==> src/rtl/eik_pkg.sv <==
// Shared types and constants of the eikonal node update block.
// Command and status records between controller and datapath, field records.
// No dependencies.
`default_nettype none
package eik_pkg;

	localparam int TB = 32;
	localparam int FB = 16;
	localparam logic [TB-1:0] FAR = {TB{1'b1}};

	localparam int IN_W  = 264;
	localparam int OUT_W = 40;

	localparam logic [1:0] EDGE_INT  = 2'd0;
	localparam logic [1:0] EDGE_LOW  = 2'd1;
	localparam logic [1:0] EDGE_HIGH = 2'd2;

	localparam logic [1:0] REG_SP_R  = 2'd0;
	localparam logic [1:0] REG_SP_T  = 2'd1;
	localparam logic [1:0] REG_SP_P  = 2'd2;
	localparam logic [1:0] REG_LIMIT = 2'd3;

	localparam logic [TB-1:0] SPACING_RESET = 32'h0001_0000;
	localparam logic [TB-1:0] LIMIT_RESET   = 32'hFFFF_FFFF;

	localparam logic [4:0] OP_NONE    = 5'd0;
	localparam logic [4:0] OP_LOAD    = 5'd1;
	localparam logic [4:0] OP_SORT    = 5'd2;
	localparam logic [4:0] OP_SKIP    = 5'd3;
	localparam logic [4:0] OP_MUL_SH0 = 5'd4;
	localparam logic [4:0] OP_ONESIDE = 5'd5;
	localparam logic [4:0] OP_SETUP   = 5'd6;
	localparam logic [4:0] OP_QD      = 5'd7;
	localparam logic [4:0] OP_KSTEP   = 5'd8;
	localparam logic [4:0] OP_RDIV    = 5'd9;
	localparam logic [4:0] OP_RSQ     = 5'd10;
	localparam logic [4:0] OP_U       = 5'd11;
	localparam logic [4:0] OP_B       = 5'd12;
	localparam logic [4:0] OP_QQ      = 5'd13;
	localparam logic [4:0] OP_P1      = 5'd14;
	localparam logic [4:0] OP_P2      = 5'd15;
	localparam logic [4:0] OP_UU      = 5'd16;
	localparam logic [4:0] OP_DD      = 5'd17;
	localparam logic [4:0] OP_PR      = 5'd18;
	localparam logic [4:0] OP_MS      = 5'd19;
	localparam logic [4:0] OP_SQRT    = 5'd20;
	localparam logic [4:0] OP_DIV2    = 5'd21;
	localparam logic [4:0] OP_CAND    = 5'd22;
	localparam logic [4:0] OP_DELIVER = 5'd23;

	typedef struct packed {
		logic [4:0] op;
		logic [1:0] idx_i;
		logic [1:0] idx_j;
		logic       n3;
	} cmd_t;

	typedef struct packed {
		logic busy;
		logic skip;
		logic gt1;
		logic k_more;
		logic fail;
		logic go3;
	} stat_t;

	typedef struct packed {
		logic [TB-1:0] r_lower;
		logic [TB-1:0] r_upper;
		logic [TB-1:0] t_lower;
		logic [TB-1:0] t_upper;
		logic [TB-1:0] p_lower;
		logic [TB-1:0] p_upper;
		logic [1:0]    edge_r;
		logic [1:0]    edge_t;
		logic [1:0]    edge_p;
		logic [TB-1:0] slowness;
		logic [TB-1:0] current_time;
	} in_t;

	typedef struct packed {
		logic [TB-1:0] spacing_radial;
		logic [TB-1:0] spacing_theta;
		logic [TB-1:0] spacing_phi;
		logic [TB-1:0] neighbour_limit;
	} cfg_t;

	typedef struct packed {
		logic [TB-1:0] new_time;
		logic          updated;
		logic          skipped;
	} res_t;

endpackage
`default_nettype wire

==> src/rtl/eik_ctrl.sv <==
// Controller of the eikonal node update: sequences the neighbour-limit skip, one-sided
// estimate and two- and three-axis solves through the datapath. Depends on eik_pkg.
`default_nettype none
module eik_ctrl (
	input  wire logic           clk,
	input  wire logic           arst_n,
	input  wire logic           in_valid,
	output logic                in_ready,
	input  wire logic           out_free,
	input  wire eik_pkg::stat_t stat,
	output eik_pkg::cmd_t       cmd
);
	import eik_pkg::*;

	localparam logic [4:0] ST_IDLE  = 5'd0;
	localparam logic [4:0] ST_SORT  = 5'd1;
	localparam logic [4:0] ST_CHECK = 5'd2;
	localparam logic [4:0] ST_WAIT  = 5'd3;
	localparam logic [4:0] ST_ONE   = 5'd4;
	localparam logic [4:0] ST_CMP1  = 5'd5;
	localparam logic [4:0] ST_SETUP = 5'd6;
	localparam logic [4:0] ST_QD    = 5'd7;
	localparam logic [4:0] ST_K     = 5'd8;
	localparam logic [4:0] ST_RDIV  = 5'd9;
	localparam logic [4:0] ST_RSQ   = 5'd10;
	localparam logic [4:0] ST_U     = 5'd11;
	localparam logic [4:0] ST_B     = 5'd12;
	localparam logic [4:0] ST_QQ    = 5'd13;
	localparam logic [4:0] ST_P1    = 5'd14;
	localparam logic [4:0] ST_P2    = 5'd15;
	localparam logic [4:0] ST_UU    = 5'd16;
	localparam logic [4:0] ST_DD    = 5'd17;
	localparam logic [4:0] ST_PR    = 5'd18;
	localparam logic [4:0] ST_MS    = 5'd19;
	localparam logic [4:0] ST_CHK   = 5'd20;
	localparam logic [4:0] ST_DIV2  = 5'd21;
	localparam logic [4:0] ST_CAND  = 5'd22;
	localparam logic [4:0] ST_NEXT  = 5'd23;
	localparam logic [4:0] ST_FIN   = 5'd24;

	logic [4:0] state_q, state_d, ret_q, ret_d;
	logic       n3_q, n3_d;
	logic [1:0] i_q, i_d, pair_q, pair_d;
	logic [1:0] pi, pj;

	assign pi       = (pair_q == 2'd2) ? 2'd1 : 2'd0;
	assign pj       = (pair_q == 2'd0) ? 2'd1 : 2'd2;
	assign in_ready = (state_q == ST_IDLE);

	always_comb begin
		cmd       = '0;
		cmd.op    = OP_NONE;
		cmd.n3    = n3_q;
		cmd.idx_i = i_q;
		cmd.idx_j = i_q;
		state_d   = state_q;
		ret_d     = ret_q;
		n3_d      = n3_q;
		i_d       = i_q;
		pair_d    = pair_q;
		unique case (state_q)
			ST_IDLE: begin
				if (in_valid) begin
					cmd.op  = OP_LOAD;
					state_d = ST_SORT;
				end
			end
			ST_SORT: begin
				cmd.op  = OP_SORT;
				state_d = ST_CHECK;
			end
			ST_CHECK: begin
				if (stat.skip) begin
					cmd.op  = OP_SKIP;
					state_d = ST_FIN;
				end else begin
					cmd.op  = OP_MUL_SH0;
					ret_d   = ST_ONE;
					state_d = ST_WAIT;
				end
			end
			ST_WAIT: begin
				if (!stat.busy) state_d = ret_q;
			end
			ST_ONE: begin
				cmd.op  = OP_ONESIDE;
				state_d = ST_CMP1;
			end
			ST_CMP1: begin
				n3_d    = 1'b0;
				state_d = stat.gt1 ? ST_SETUP : ST_FIN;
			end
			ST_SETUP: begin
				cmd.op  = OP_SETUP;
				ret_d   = ST_QD;
				state_d = ST_WAIT;
			end
			ST_QD: begin
				cmd.op  = OP_QD;
				state_d = ST_K;
			end
			ST_K: begin
				if (stat.k_more) begin
					cmd.op = OP_KSTEP;
				end else begin
					i_d     = 2'd0;
					state_d = ST_RDIV;
				end
			end
			ST_RDIV: begin
				cmd.op  = OP_RDIV;
				ret_d   = ST_RSQ;
				state_d = ST_WAIT;
			end
			ST_RSQ: begin
				cmd.op  = OP_RSQ;
				ret_d   = ST_U;
				state_d = ST_WAIT;
			end
			ST_U: begin
				cmd.op  = OP_U;
				ret_d   = ST_B;
				state_d = ST_WAIT;
			end
			ST_B: begin
				cmd.op = OP_B;
				if (i_q == (n3_q ? 2'd2 : 2'd1)) begin
					state_d = ST_QQ;
				end else begin
					i_d     = i_q + 2'd1;
					state_d = ST_RDIV;
				end
			end
			ST_QQ: begin
				cmd.op  = OP_QQ;
				ret_d   = ST_P1;
				state_d = ST_WAIT;
			end
			ST_P1: begin
				cmd.op  = OP_P1;
				ret_d   = ST_P2;
				state_d = ST_WAIT;
			end
			ST_P2: begin
				cmd.op  = OP_P2;
				pair_d  = 2'd0;
				state_d = ST_UU;
			end
			ST_UU: begin
				cmd.op    = OP_UU;
				cmd.idx_i = pi;
				cmd.idx_j = pj;
				ret_d     = ST_DD;
				state_d   = ST_WAIT;
			end
			ST_DD: begin
				cmd.op    = OP_DD;
				cmd.idx_i = pi;
				cmd.idx_j = pj;
				ret_d     = ST_PR;
				state_d   = ST_WAIT;
			end
			ST_PR: begin
				cmd.op  = OP_PR;
				ret_d   = ST_MS;
				state_d = ST_WAIT;
			end
			ST_MS: begin
				cmd.op = OP_MS;
				if (n3_q && pair_q != 2'd2) begin
					pair_d  = pair_q + 2'd1;
					state_d = ST_UU;
				end else begin
					state_d = ST_CHK;
				end
			end
			ST_CHK: begin
				if (stat.fail) begin
					state_d = ST_FIN;
				end else begin
					cmd.op  = OP_SQRT;
					ret_d   = ST_DIV2;
					state_d = ST_WAIT;
				end
			end
			ST_DIV2: begin
				cmd.op  = OP_DIV2;
				ret_d   = ST_CAND;
				state_d = ST_WAIT;
			end
			ST_CAND: begin
				cmd.op  = OP_CAND;
				state_d = ST_NEXT;
			end
			ST_NEXT: begin
				if (!n3_q && stat.go3) begin
					n3_d    = 1'b1;
					state_d = ST_SETUP;
				end else begin
					state_d = ST_FIN;
				end
			end
			ST_FIN: begin
				if (out_free) begin
					cmd.op  = OP_DELIVER;
					state_d = ST_IDLE;
				end
			end
			default: state_d = ST_IDLE;
		endcase
	end

	always_ff @(posedge clk or negedge arst_n) begin
		if (!arst_n) begin
			state_q <= ST_IDLE;
			ret_q   <= ST_IDLE;
			n3_q    <= 1'b0;
			i_q     <= '0;
			pair_q  <= '0;
		end else begin
			state_q <= state_d;
			ret_q   <= ret_d;
			n3_q    <= n3_d;
			i_q     <= i_d;
			pair_q  <= pair_d;
		end
	end

endmodule
`default_nettype wire
==> config.mk <==
export PLATFORM = sky130hd
export DESIGN_NAME = eik_ctrl
export DESIGN_NICKNAME = d
export VERILOG_FILES = /design/src/rtl/eik_pkg.sv /design/src/rtl/eik_ctrl.sv
export SDC_FILE = /design/constraint.sdc
export NUM_CORES = 1
export LEC_CHECK = 0
export ABC_AREA = 1
export BUFFER_PORTS_ARGS = -buffer_cell sky130_fd_sc_hd__buf_4
export CAP_MARGIN = 10
export CORE_MARGIN = 3
export CORE_UTILIZATION = 50
export CTS_CLUSTER_DIAMETER = 60
export DETAILED_ROUTE_END_ITERATION = 8
export PLACE_DENSITY = 0.75
export SLEW_MARGIN = 5
export SYNTH_ARGS = -nofsm -noshare
export SYNTH_HDL_FRONTEND = slang
export SYNTH_SLANG_ARGS = --single-unit
==> constraint.sdc <==
create_clock -name clk -period 1.8 [get_ports clk]
set_clock_uncertainty 0.15 [all_clocks]
set_input_delay 0.09 -clock clk [delete_from_list [all_inputs] [get_ports clk]]
set_output_delay 0.09 -clock clk [all_outputs]
set_load 0.02 [all_outputs]
==> impl_metrics.env, run 1 <==
export IMPL_status="finished, violations left"
export IMPL_fp_dieH_um=58.59
export IMPL_wl_met2_um=2460
export IMPL_rrSetupSlack_ps=-80
export IMPL_syn_mean_instance_area_um2=6.284
export IMPL_fin_crit_sh_pct=111.7
export IMPL_critPathBufInv=2
export IMPL_dp_cells=280
export IMPL_cellPowerDensity_nw_per_um2=1616
export IMPL_grt_overflow=0
export IMPL_drt_iter0_drc=174
export IMPL_path_clk_slew_ps=90
export IMPL_areaGrowthSynthToFinish_pct=52.04
export IMPL_start_util_pct=54.33
export IMPL_crit_chain="buf_4, nand4_1, nand2_2, nor3_2, o2111ai_1, buf_4"
export IMPL_hold_viol=0
export IMPL_syn_area_um2=1383
export IMPL_grt_pass1_vias=1610
export IMPL_cp_common_cell="buf_4"
export IMPL_crit_fanout=5
export IMPL_max_cap_violations=0
export IMPL_hpwl_um=3322
export IMPL_synthCells=220
export IMPL_max_stage_delay_ps=490
export IMPL_clkLatencyLatePin_ps=280
export IMPL_ys_seq_area_share_pct=27.15
export IMPL_p_leak_nw=1.083
export IMPL_wl_per_cell_um=16.95
export IMPL_ys_types=29
export IMPL_ios=21
export IMPL_track_usage_pct=27.46
export IMPL_routed_wl_um=5222
export IMPL_antenna_left=0
export IMPL_period_minus_slack_ps=2011
export IMPL_fill_cells=154
export IMPL_clkPwrFrac_pct=5.6
export IMPL_cts_tree="built"
export IMPL_final_cells=308
export IMPL_multi_input_comb_area_um2=1052
export IMPL_n_antenna_cell=0
export IMPL_die_area_um2=3432
export IMPL_combPwrFrac_pct=75.3
export IMPL_met3_length_um=610
export IMPL_holdCritPathClass="in2async"
export IMPL_setup_slack_ps=-210.8
export IMPL_port_buffers=20
export IMPL_cts_made_buffers=3
export IMPL_grt_pass1_wl_um=7203
export IMPL_crit_arrival_ps=1770
export IMPL_rsz0062_at_grt="yes"
export IMPL_top_layer_used="met4"
export IMPL_vias_per_cell=6.029
export IMPL_via_count=1857
export IMPL_end_kind="primary output"
export IMPL_ys_warn_count=0
export IMPL_critPathKind="reg2out"
export IMPL_drive_gt1_share_pct=46.40
export IMPL_max_freq_mhz=497.3
export IMPL_place_congestion=0.9615
export IMPL_rows=18
export IMPL_slowest_stage="dfrtp_2"
export IMPL_htreeDepth=1
export IMPL_max_slew_worst_pin_slew_ps=455.3
export IMPL_yosys_register_bits=15
export IMPL_required_ps=1560
export IMPL_root_buffer="clkbuf_4"
export IMPL_grt_max_degree=16
export IMPL_final_nets=291
export IMPL_die_w_um=58.59
export IMPL_synth_net_count=232
export IMPL_final_cell_mix="43 x nand2_1, 43 x buf_4, 23 x nor2_1, 17 x inv_1, 16 x nand3_1"
export IMPL_drc=0
export IMPL_sw_frac_of_total_pct=54.45
export IMPL_drtPass1Iterations=5
export IMPL_p_int_w=0.001547
export IMPL_violations="negative setup slack"
export IMPL_register_area_um2=381.6
export IMPL_total_power_w=0.003396
export IMPL_maxSlewHeadroom_pct=69.33
export IMPL_peakVddDrop_uv=1600
export IMPL_path_delay_family="flip-flops"
export IMPL_p_seq_share_pct=19.1
export IMPL_finalSetupViolCount=12
export IMPL_setup_worst_path_start_class="flip-flop"
export IMPL_antenna_found_initial=0
export IMPL_p_switching_w=0.001849
export IMPL_drv_slew=0
export IMPL_drt_met1_wl_um=1887
export IMPL_core_area_um2=2545
export IMPL_clk_path_buf_depth=2
export IMPL_clock_sinks=15
final cells by class:
class	instances	share of cell area (%)
Timing Repair Buffer	58	22.92
Sequential cell	15	18.15
Clock inverter	1	0.2381
Multi-Input combinational cell	172	50.06
Inverter	29	5.774
Tap cell	30	1.786
Clock buffer	3	1.071
state kept, by name (all words and copies together) (netlist names):
register	count
ret_q	5
state_q	5
i_q	2
n3_q	1
pair_q	2
cells by family (layout without fill, tap and decap cells):
logic type	after synthesis	in the layout	synth area share, %
buf+inv	33	91	10.59
flops	15	15	27.15
compound gates	24	24	10.23
simple gates	146	146	50.23
fa+ha+maj	2	2	1.810
synthesized netlist by cell type:
cell type,number,area (um2)
dfrtp_1,15,375.4
nand2_1,60,225.2
nand3_1,20,100.1
a31o_1,1,8.760
or2_2,2,12.51
buf_4,2,15.01
nor2_2,6,37.54
nor2_4,1,11.26
nor2_8,1,20.02
o211ai_1,1,7.510
a21oi_1,4,20.02
inv_2,6,22.52
nand3b_1,4,30.03
a31oi_1,1,6.260
nor3_1,6,30.03
o2111ai_1,3,26.28
and2_1,1,6.260
o21a_1,1,7.510
or2_1,1,6.260
buf_6,2,22.52
o21ai_0,12,60.06
nand2_4,2,22.52
nor2_1,31,116.4
inv_1,23,86.33
ha_1,2,25.02
o21ai_1,1,5.000
nand2_2,2,12.51
nand3_2,2,20.02
nand4_1,7,43.79
routing by layer:
layer | up-vias | global-route usage (%)
met3 | 48 | 7.237
met1 | 825 | 35.29
met2 | 149 | 45.93
met5 | - | 0
li1 | 835 | -
met4 | 0 | 6.796
power by group through the flow:
stage / combinational (W) / sequential, W / clock [W]
floorplan: 0.00130 / 0.000536 / 0
global placement: 0.00178 / 0.000596 / 0
detailed placement: 0.00179 / 0.000601 / 0
CTS: 0.00208 / 0.000625 / 0.000192
global route: 0.00271 / 0.000662 / 0.000207
finish: 0.00256 / 0.000650 / 0.000190
final timing paths:
kind / startpoint / to / cells past startpoint
min: arst_n / state_q[3]$_DFFE_PN0P_ / 2
max in group asynchronous: arst_n / state_q[0]$_DFFE_PN0P_ / 2
max: state_q[4]$_DFFE_PN0P_ / cmd[6] / 6
min reg2reg: ret_q[4]$_DFFE_PN0P_ / ret_q[4]$_DFFE_PN0P_ / 2
min in group clk: stat[2] / state_q[3]$_DFFE_PN0P_ / 5
max reg2reg: state_q[1]$_DFFE_PN0P_ / state_q[0]$_DFFE_PN0P_ / 9
what timing repair did:
action                     4_1_cts  5_1_grt
hold endpoints to repair        18        0
resized for setup               41       41
buffers inserted                11       10
pin swaps                       10       18
setup endpoints to repair       12       19
gates cloned                     0        0
hold buffers                     3        0
per-stage QoR:
step	hold slack, ps	instance area [um2]	setup slack [ps]	utilization, %	TNS, ps
after floorplan	-355.6	1383	76.94	-	0
after global placement	-199.1	1638	7.033	64.36	0
after detailed placement	-200.0	1638	6.575	64.36	0
after CTS	31.88	1898	-91.54	74.58	-218.4
after global routing	31.08	2102	-251.1	82.60	-2236
final	31.46	2102	-210.8	82.60	-959.9
No activity file was read; power rests on OpenSTA's default activity.
==> run 2, diff against run 1 <==
Settings changed: CELL_PAD_IN_SITES_DETAIL_PLACEMENT set to 1, CELL_PAD_IN_SITES_GLOBAL_PLACEMENT set to 1, CORE_UTILIZATION 50 to 39, PLACE_DENSITY 0.75 to 0.82.
==> run 2 against run 1 <==
Against the previous run: the flow now stops in global routing; synthesized area did not move; synthesized cell count is the same.
==> impl_metrics.env, run 2 <==
export IMPL_status="aborted with a tool error"
export IMPL_failing_step="global routing"
export IMPL_firstError="[ERROR DPL-0033] detailed placement checks failed during check placement."
export IMPL_synthSimpleGateAreaFrac_pct=50.23
export IMPL_grt_max_degree=16
export IMPL_port_buffers=20
export IMPL_synth_compound_area_share_pct=10.23
export IMPL_clk_path_buf_depth=2
export IMPL_synth_mux_area_share_pct=0
export IMPL_htreeDepth=1
export IMPL_synth_top_cell_area_share_pct=27.15
export IMPL_netlist_top_cells_area="dfrtp_1 27%, nand2_1 16%, nor2_1 8.4%, nand3_1 7.2%, inv_1 6.2%"
export IMPL_die_w_um=65.54
export IMPL_synth_xor_area_share_pct=0
export IMPL_ys_types=29
export IMPL_synth_net_count=232
export IMPL_synth_commonest_cells="60 x nand2_1, 31 x nor2_1, 23 x inv_1"
export IMPL_synth_largest_area_cell="dfrtp_1"
export IMPL_worst_path_end_type="top-level output"
export IMPL_synth_async_reset_ratio_pct=100.0
export IMPL_syn_area_um2=1383
export IMPL_yosysMostFrequentCell="nand2_1"
export IMPL_clock_sinks=15
export IMPL_worst_endpoint="cmd[6]"
export IMPL_cts_made_buffers=3
export IMPL_place_congestion=0.9476
export IMPL_hpwl_um=3996
export IMPL_ys_warn_count=0
export IMPL_synthCells=220
export IMPL_synth_ff_type="dfrtp_1"
export IMPL_ys_seq_area_share_pct=27.15
export IMPL_rows=20
export IMPL_antenna_found_initial=0
export IMPL_pre_cts_slack_ps=-66.51
export IMPL_root_buffer="clkbuf_4"
export IMPL_yosys_register_bits=15
export IMPL_synthAdderAreaFrac_pct=1.810
export IMPL_fp_dieH_um=65.54
export IMPL_synth_top_family_by_area="simple AND/OR/NAND/NOR gates"
export IMPL_syn_mean_instance_area_um2=6.284
export IMPL_start_util_pct=43.16
export IMPL_ios=21
export IMPL_synth_edff_count=0
run 2: cells by family after synthesis:
group,after synthesis
buffers and inverters,33
adder cells (fa/ha/maj),2
flip-flops,15
AND/OR/NAND/NOR,146
AO/OA/AOI/OAI,24
run 2: through the flow:
| stage | instance area [um2] | cells | setup TNS (ps) | hold slack [ps] |
|---|---|---|---|---|
| 2_1_floorplan | 1383 | 220 | 0 | -355.6 |
| 3_3_place_gp | 1685 | 298 | -246.1 | -191.4 |
| 3_5_place_dp | 1685 | 298 | -375.4 | -192.8 |
| 4_1_cts | 1968 | 319 | -762.4 | 28.98 |
run 2: repair_timing:
item	CTS
resized for setup	36
hold endpoints to repair	18
cloned	0
hold buffers	3
pin swaps	4
endpoints found under the setup margin	20
setup buffers	14
==> run 3, diff against run 2 <==
Settings changed: CELL_PAD_IN_SITES_DETAIL_PLACEMENT 1 to not set, CELL_PAD_IN_SITES_GLOBAL_PLACEMENT 1 to not set, CORE_UTILIZATION 39 to 35, CTS_CLUSTER_DIAMETER 60 to not set, PLACE_DENSITY 0.82 to not set, PLACE_DENSITY_LB_ADDON set to 0.15.
==> run 3 against run 2 <==
Against the previous run: the flow now finishes, with violations (negative setup slack).
==> impl_metrics.env, run 3 (synthesis results as in run 1) <==
export IMPL_path_clk_slew_ps=60
export IMPL_design_area_um2=1999
export IMPL_setup_worst_path_start_class="flip-flop"
export IMPL_root_buffer="clkbuf_8"
export IMPL_drc=0
export IMPL_r2r_start="state_q[1]$_DFFE_PN0P_"
export IMPL_areaGrowthSynthToFinish_pct=44.62
export IMPL_cts_tree="built"
export IMPL_die_w_um=68.85
export IMPL_mostFrequentLayoutCell="nand2_1"
export IMPL_finalSetupViolCount=3
export IMPL_clkPwrFrac_pct=8.8
export IMPL_antenna_left=0
export IMPL_fill_cells=396
export IMPL_p_leak_nw=1.058
export IMPL_required_ps=1560
export IMPL_clk_path_buf_depth=2
export IMPL_grt_pass1_wl_um=6996
export IMPL_die_area_um2=4740
export IMPL_clkLatencyLatePin_ps=250
export IMPL_routed_wl_um=4354
export IMPL_fp_dieH_um=68.85
export IMPL_port_buffers=20
export IMPL_crit_arrival_ps=1660
export IMPL_htreeDepth=1
export IMPL_hold_viol=0
export IMPL_violations="negative setup slack"
export IMPL_drv_slew=0
export IMPL_register_area_um2=381.6
export IMPL_drt_iter0_drc=145
export IMPL_place_congestion=0.9147
export IMPL_combPwrFrac_pct=70.8
export IMPL_n_antenna_cell=0
export IMPL_p_int_w=0.001512
export IMPL_holdCritPathClass="in2reg"
export IMPL_setup_slack_ps=-98.29
export IMPL_drtPass1Iterations=5
export IMPL_hp_start="out_free"
export IMPL_max_cap_violations=0
export IMPL_status="finished, violations left"
export IMPL_clock_sinks=15
export IMPL_vias_per_cell=5.037
export IMPL_ios=21
export IMPL_cts_made_buffers=3
export IMPL_wl_per_cell_um=13.48
export IMPL_hpwl_um=3463
export IMPL_track_usage_pct=20.06
export IMPL_p_seq_share_pct=20.3
export IMPL_p_switching_w=0.001579
export IMPL_peakVddDrop_uv=775.5
export IMPL_drive_gt1_share_pct=37.82
export IMPL_fin_util_pct=53.41
export IMPL_critPathKind="reg2out"
export IMPL_dpl_cell_area_um2=1698
export IMPL_antenna_found_initial=0
export IMPL_rows=22
export IMPL_start_util_pct=36.93
export IMPL_max_freq_mhz=526.8
export IMPL_rsz0062_at_grt="yes"
export IMPL_max_slew_worst_pin_slew_ps=406.0
export IMPL_rrSetupSlack_ps=110
export IMPL_grt_overflow=0
export IMPL_cellPowerDensity_nw_per_um2=1546
export IMPL_final_nets=288
export IMPL_reg_top3="ret_q (5), state_q (5)"
export IMPL_via_count=1627
export IMPL_maxSlewHeadroom_pct=72.65
export IMPL_end_kind="primary output"
export IMPL_sw_frac_of_total_pct=51.08
export IMPL_period_minus_slack_ps=1898
export IMPL_fin_crit_sh_pct=105.5
export IMPL_grt_max_degree=16
export IMPL_multi_input_comb_area_um2=962.2
export IMPL_core_area_um2=3744
export IMPL_final_cell_mix="52 x nand2_1, 47 x buf_4, 26 x nor2_1, 21 x inv_1, 18 x nand3_1"
export IMPL_crit_fanout=6
export IMPL_grt_pass1_vias=1523
export IMPL_startpoint="state_q[1]$_DFFE_PN0P_"
==> run 3: critical path, cell delays in order (launching register included) <==
cell and delay (ps):
dfrtp_2 470, inv_1 150, nand2_2 90, nor3_1 330, nor3_1 120, nand3_1 120
buf_6 120
==> run 3: area by class of cell <==
type	count	share of cell area [%]
well taps	48	3.004
inverters	29	5.820
clock inverters	1	0.2503
repair buffers	55	21.65
multi-input cells	172	48.12
clock buffers	3	2.065
flip-flops and latches	15	19.09
==> run 3: through the flow <==
stage               instances  setup WS, ps  hold slack [ps]  TNS [ps]  power (W)
global placement          303        -61.94           -193.4    -237.6   0.002487
finish                    323        -98.29            13.33    -236.2   0.003092
detailed placement        303        -17.89           -190.0    -48.73   0.002458
global route              323        -174.4            37.60    -696.7   0.003341
CTS                       317        -50.61            21.54    -128.4   0.002970
floorplan                 220         76.94           -355.6         0   0.001840
==> run 3: repair_timing <==
action,in CTS,in global routing
endpoints found under the hold margin,17,0
setup buffers,8,7
setup endpoints to repair,13,15
hold buffers,2,0
pin swaps,6,7
resized for setup,25,19
==> run 3: path summary, 6_finish.rpt <==
check	cells past startpoint	endpoint
min in group asynchronous	2	ret_q[4]$_DFFE_PN0P_
max in group asynchronous	2	state_q[4]$_DFFE_PN0P_
max	6	cmd[5]
min reg2reg	2	ret_q[0]$_DFFE_PN0P_
min	4	state_q[4]$_DFFE_PN0P_
max reg2reg	9	ret_q[0]$_DFFE_PN0P_
==> run 3: metal layers <==
layer / vias to the layer above / part of all wire, % / routed length, um / global-route usage (%)
met4: 0 / 0.46 / 20 / 2.920
met1: 753 / 45 / 1970 / 26.95
met5: - / 0 / 0 / 0
met2: 47 / 48 / 2070 / 33.81
li1: 823 / - / - / -
met3: 4 / 6.7 / 292 / 4.052
==> run 3: power by group through the flow <==
stage,sequential (W),clock [W],combinational (W)
global placement,0.000606,0,0.00188
CTS,0.000624,0.000280,0.00207
detailed placement,0.000605,0,0.00185
finish,0.000629,0.000273,0.00219
floorplan,0.000536,0,0.00130
global route,0.000653,0.000300,0.00239
==> run 4, diff against run 3 <==
Settings changed: CORE_UTILIZATION 35 to 25.
==> run 4 against run 3 <==
Against the previous run: combinational power rose by 18%; register-to-register slack got worse by 50 ps; largest power group unchanged; critical endpoint is now cmd[7]; worst hold slack got worse by 5.3 ps; core utilization fell by 11 points; the flow still finishes with violations (negative setup slack).
==> impl_metrics.env, run 4 (synthesis results as in run 1) <==
export IMPL_max_cap_violations=0
export IMPL_drtPass1Iterations=4
export IMPL_max_slew_worst_pin_slew_ps=409.4
export IMPL_vias_per_cell=4.867
export IMPL_holdCritPathClass="in2reg"
export IMPL_required_ps=1560
export IMPL_p_int_w=0.001748
export IMPL_track_usage_pct=15.32
export IMPL_p_seq_share_pct=18.1
export IMPL_crit_arrival_ps=1680
export IMPL_r2r_end="state_q[1]$_DFFE_PN0P_"
export IMPL_drv_slew=0
export IMPL_p_switching_w=0.001763
export IMPL_period_minus_slack_ps=1923
export IMPL_start_util_pct=26.40
export IMPL_grt_pass1_vias=1605
export IMPL_place_congestion=0.8584
export IMPL_slowest_stage="dfrtp_2"
export IMPL_maxSlewHeadroom_pct=72.42
export IMPL_mostFrequentLayoutCell="buf_4"
export IMPL_areaGrowthSynthToFinish_pct=59.37
export IMPL_rsz0062_at_grt="yes"
export IMPL_final_cell_mix="54 x buf_4, 49 x nand2_1, 25 x nor2_1, 17 x inv_1, 15 x nand3_1"
export IMPL_max_stage_delay_ps=510
export IMPL_holdWs_ps=8.050
export IMPL_drc=0
export IMPL_crit_fanout=8
export IMPL_end_kind="primary output"
export IMPL_clk_path_buf_depth=2
export IMPL_cts_tree="built"
export IMPL_die_w_um=80.37
export IMPL_setup_slack_ps=-122.7
export IMPL_setup_worst_path_start_class="flip-flop"
export IMPL_violations="negative setup slack"
export IMPL_core_area_um2=5238
export IMPL_clkPwrFrac_pct=8.0
export IMPL_reg2regPathDepth=10
export IMPL_port_buffers=20
export IMPL_path_clk_slew_ps=70
export IMPL_drive_gt1_share_pct=44.88
export IMPL_n_antenna_cell=0
export IMPL_max_freq_mhz=520.1
export IMPL_grt_overflow=0
export IMPL_path_delay_family="simple AND/OR/NAND/NOR gates"
export IMPL_status="finished, violations left"
export IMPL_fp_dieH_um=80.37
export IMPL_htreeDepth=1
export IMPL_grt_pass1_wl_um=7583
export IMPL_cp_depth=6
export IMPL_critPathBufInv=1
export IMPL_rrSetupSlack_ps=60
export IMPL_reg_top3="ret_q (5), state_q (5)"
export IMPL_clkLatencyLatePin_ps=250
export IMPL_cp_endpoint="cmd[7]"
export IMPL_grt_max_degree=16
export IMPL_cts_made_buffers=3
export IMPL_critPathKind="reg2out"
export IMPL_drt_iter0_drc=126
export IMPL_finalSetupViolCount=8
export IMPL_hold_viol=0
export IMPL_via_count=1718
export IMPL_routed_wl_um=4910
export IMPL_rows=26
export IMPL_r2r_start="state_q[1]$_DFFE_PN0P_"
export IMPL_antenna_left=0
export IMPL_die_area_um2=6459
export IMPL_ios=21
export IMPL_cellPowerDensity_nw_per_um2=1593
export IMPL_clock_sinks=15
export IMPL_peakVddDrop_uv=617.4
export IMPL_combPwrFrac_pct=73.9
export IMPL_final_nets=296
export IMPL_p_leak_nw=1.142
export IMPL_startpoint="state_q[1]$_DFFE_PN0P_"
export IMPL_fin_setup_tns_ps=-423.3
export IMPL_root_buffer="clkbuf_8"
export IMPL_sw_frac_of_total_pct=50.21
export IMPL_wl_per_cell_um=13.91
export IMPL_fin_util_pct=42.07
export IMPL_antenna_found_initial=0
export IMPL_hpwl_um=3565
export IMPL_crit_chain="nand2_4, nor2_8, o21ai_1, nand3b_1, or2_1, buf_6"
export IMPL_fin_crit_sh_pct=106.8
## run 4: changes by cell type in the layout (fill, tap and decap cells not counted), sizes merged
cell  change
buf       +8
## run 4: per-stage QoR
stage	instances	total power, W	cell area, um2	setup WS, ps
2_1_floorplan	220	0.001840	1383	76.94
3_3_place_gp	331	0.002552	1770	-34.34
3_5_place_dp	331	0.002507	1770	26.26
4_1_cts	347	0.003116	2022	-70.37
5_1_grt	353	0.003792	2203	-218.7
6_report	353	0.003511	2203	-122.7
## run 4: worst min-delay path by stage
| stage | start | endpoint | slack (ps) | cells after the start |
|---|---|---|---|---|
| CTS | out_free | state_q[4]$_DFFE_PN0P_ | 3 | 4 |
| finish | out_free | state_q[4]$_DFFE_PN0P_ | 8 | 4 |
| floorplan | arst_n | i_q[0]$_DFFE_PN0P_ | -360 | 0 |
| detailed placement | arst_n | ret_q[3]$_DFFE_PN0P_ | -180 | 1 |
| global placement | arst_n | ret_q[4]$_DFFE_PN0P_ | -190 | 1 |
| global route | out_free | state_q[4]$_DFFE_PN0P_ | 20 | 4 |
## run 4: metal layers
layer | share of wire, % | vias up | global-route usage [%]
li1 | - | 843 | -
met1 | 43 | 788 | 20.50
met2 | 46 | 64 | 23.43
met3 | 6.3 | 23 | 3.587
met4 | 4.5 | 0 | 6.419
met5 | 0 | - | 0
## run 4: power by group through the flow
stage | clock (W) | sequential (W) | combinational, W
2_1_floorplan | 0 | 0.000536 | 0.00130
3_3_place_gp | 0 | 0.000592 | 0.00196
3_5_place_dp | 0 | 0.000595 | 0.00191
4_1_cts | 0.000289 | 0.000623 | 0.00220
5_1_grt | 0.000311 | 0.000653 | 0.00283
6_report | 0.000282 | 0.000636 | 0.00259
## run 4: tightest hold or removal path, delay by kind of cell
kind | cells | cell delay (ps)
AND/OR/NAND/NOR | 2 | 170
buffers and inverters | 2 | 120
## run 4: repair_timing
action | CTS | global route
gates resized for setup | 34 | 36
hold buffers | 2 | 0
pin swaps | 10 | 16
buffers inserted | 10 | 7
endpoints found under the hold margin | 17 | 0
setup endpoints to repair | 9 | 19
## run 4: area by class of cell
class / instances / area [um2]
Clock buffer: 3 / 41.29
Clock inverter: 1 / 5.005
Fill cell: 543 / 3034
Inverter: 29 / 113.9
Multi-Input combinational cell: 172 / 1061
Sequential cell: 15 / 381.6
Tap cell: 70 / 87.58
Timing Repair Buffer: 63 / 513.0
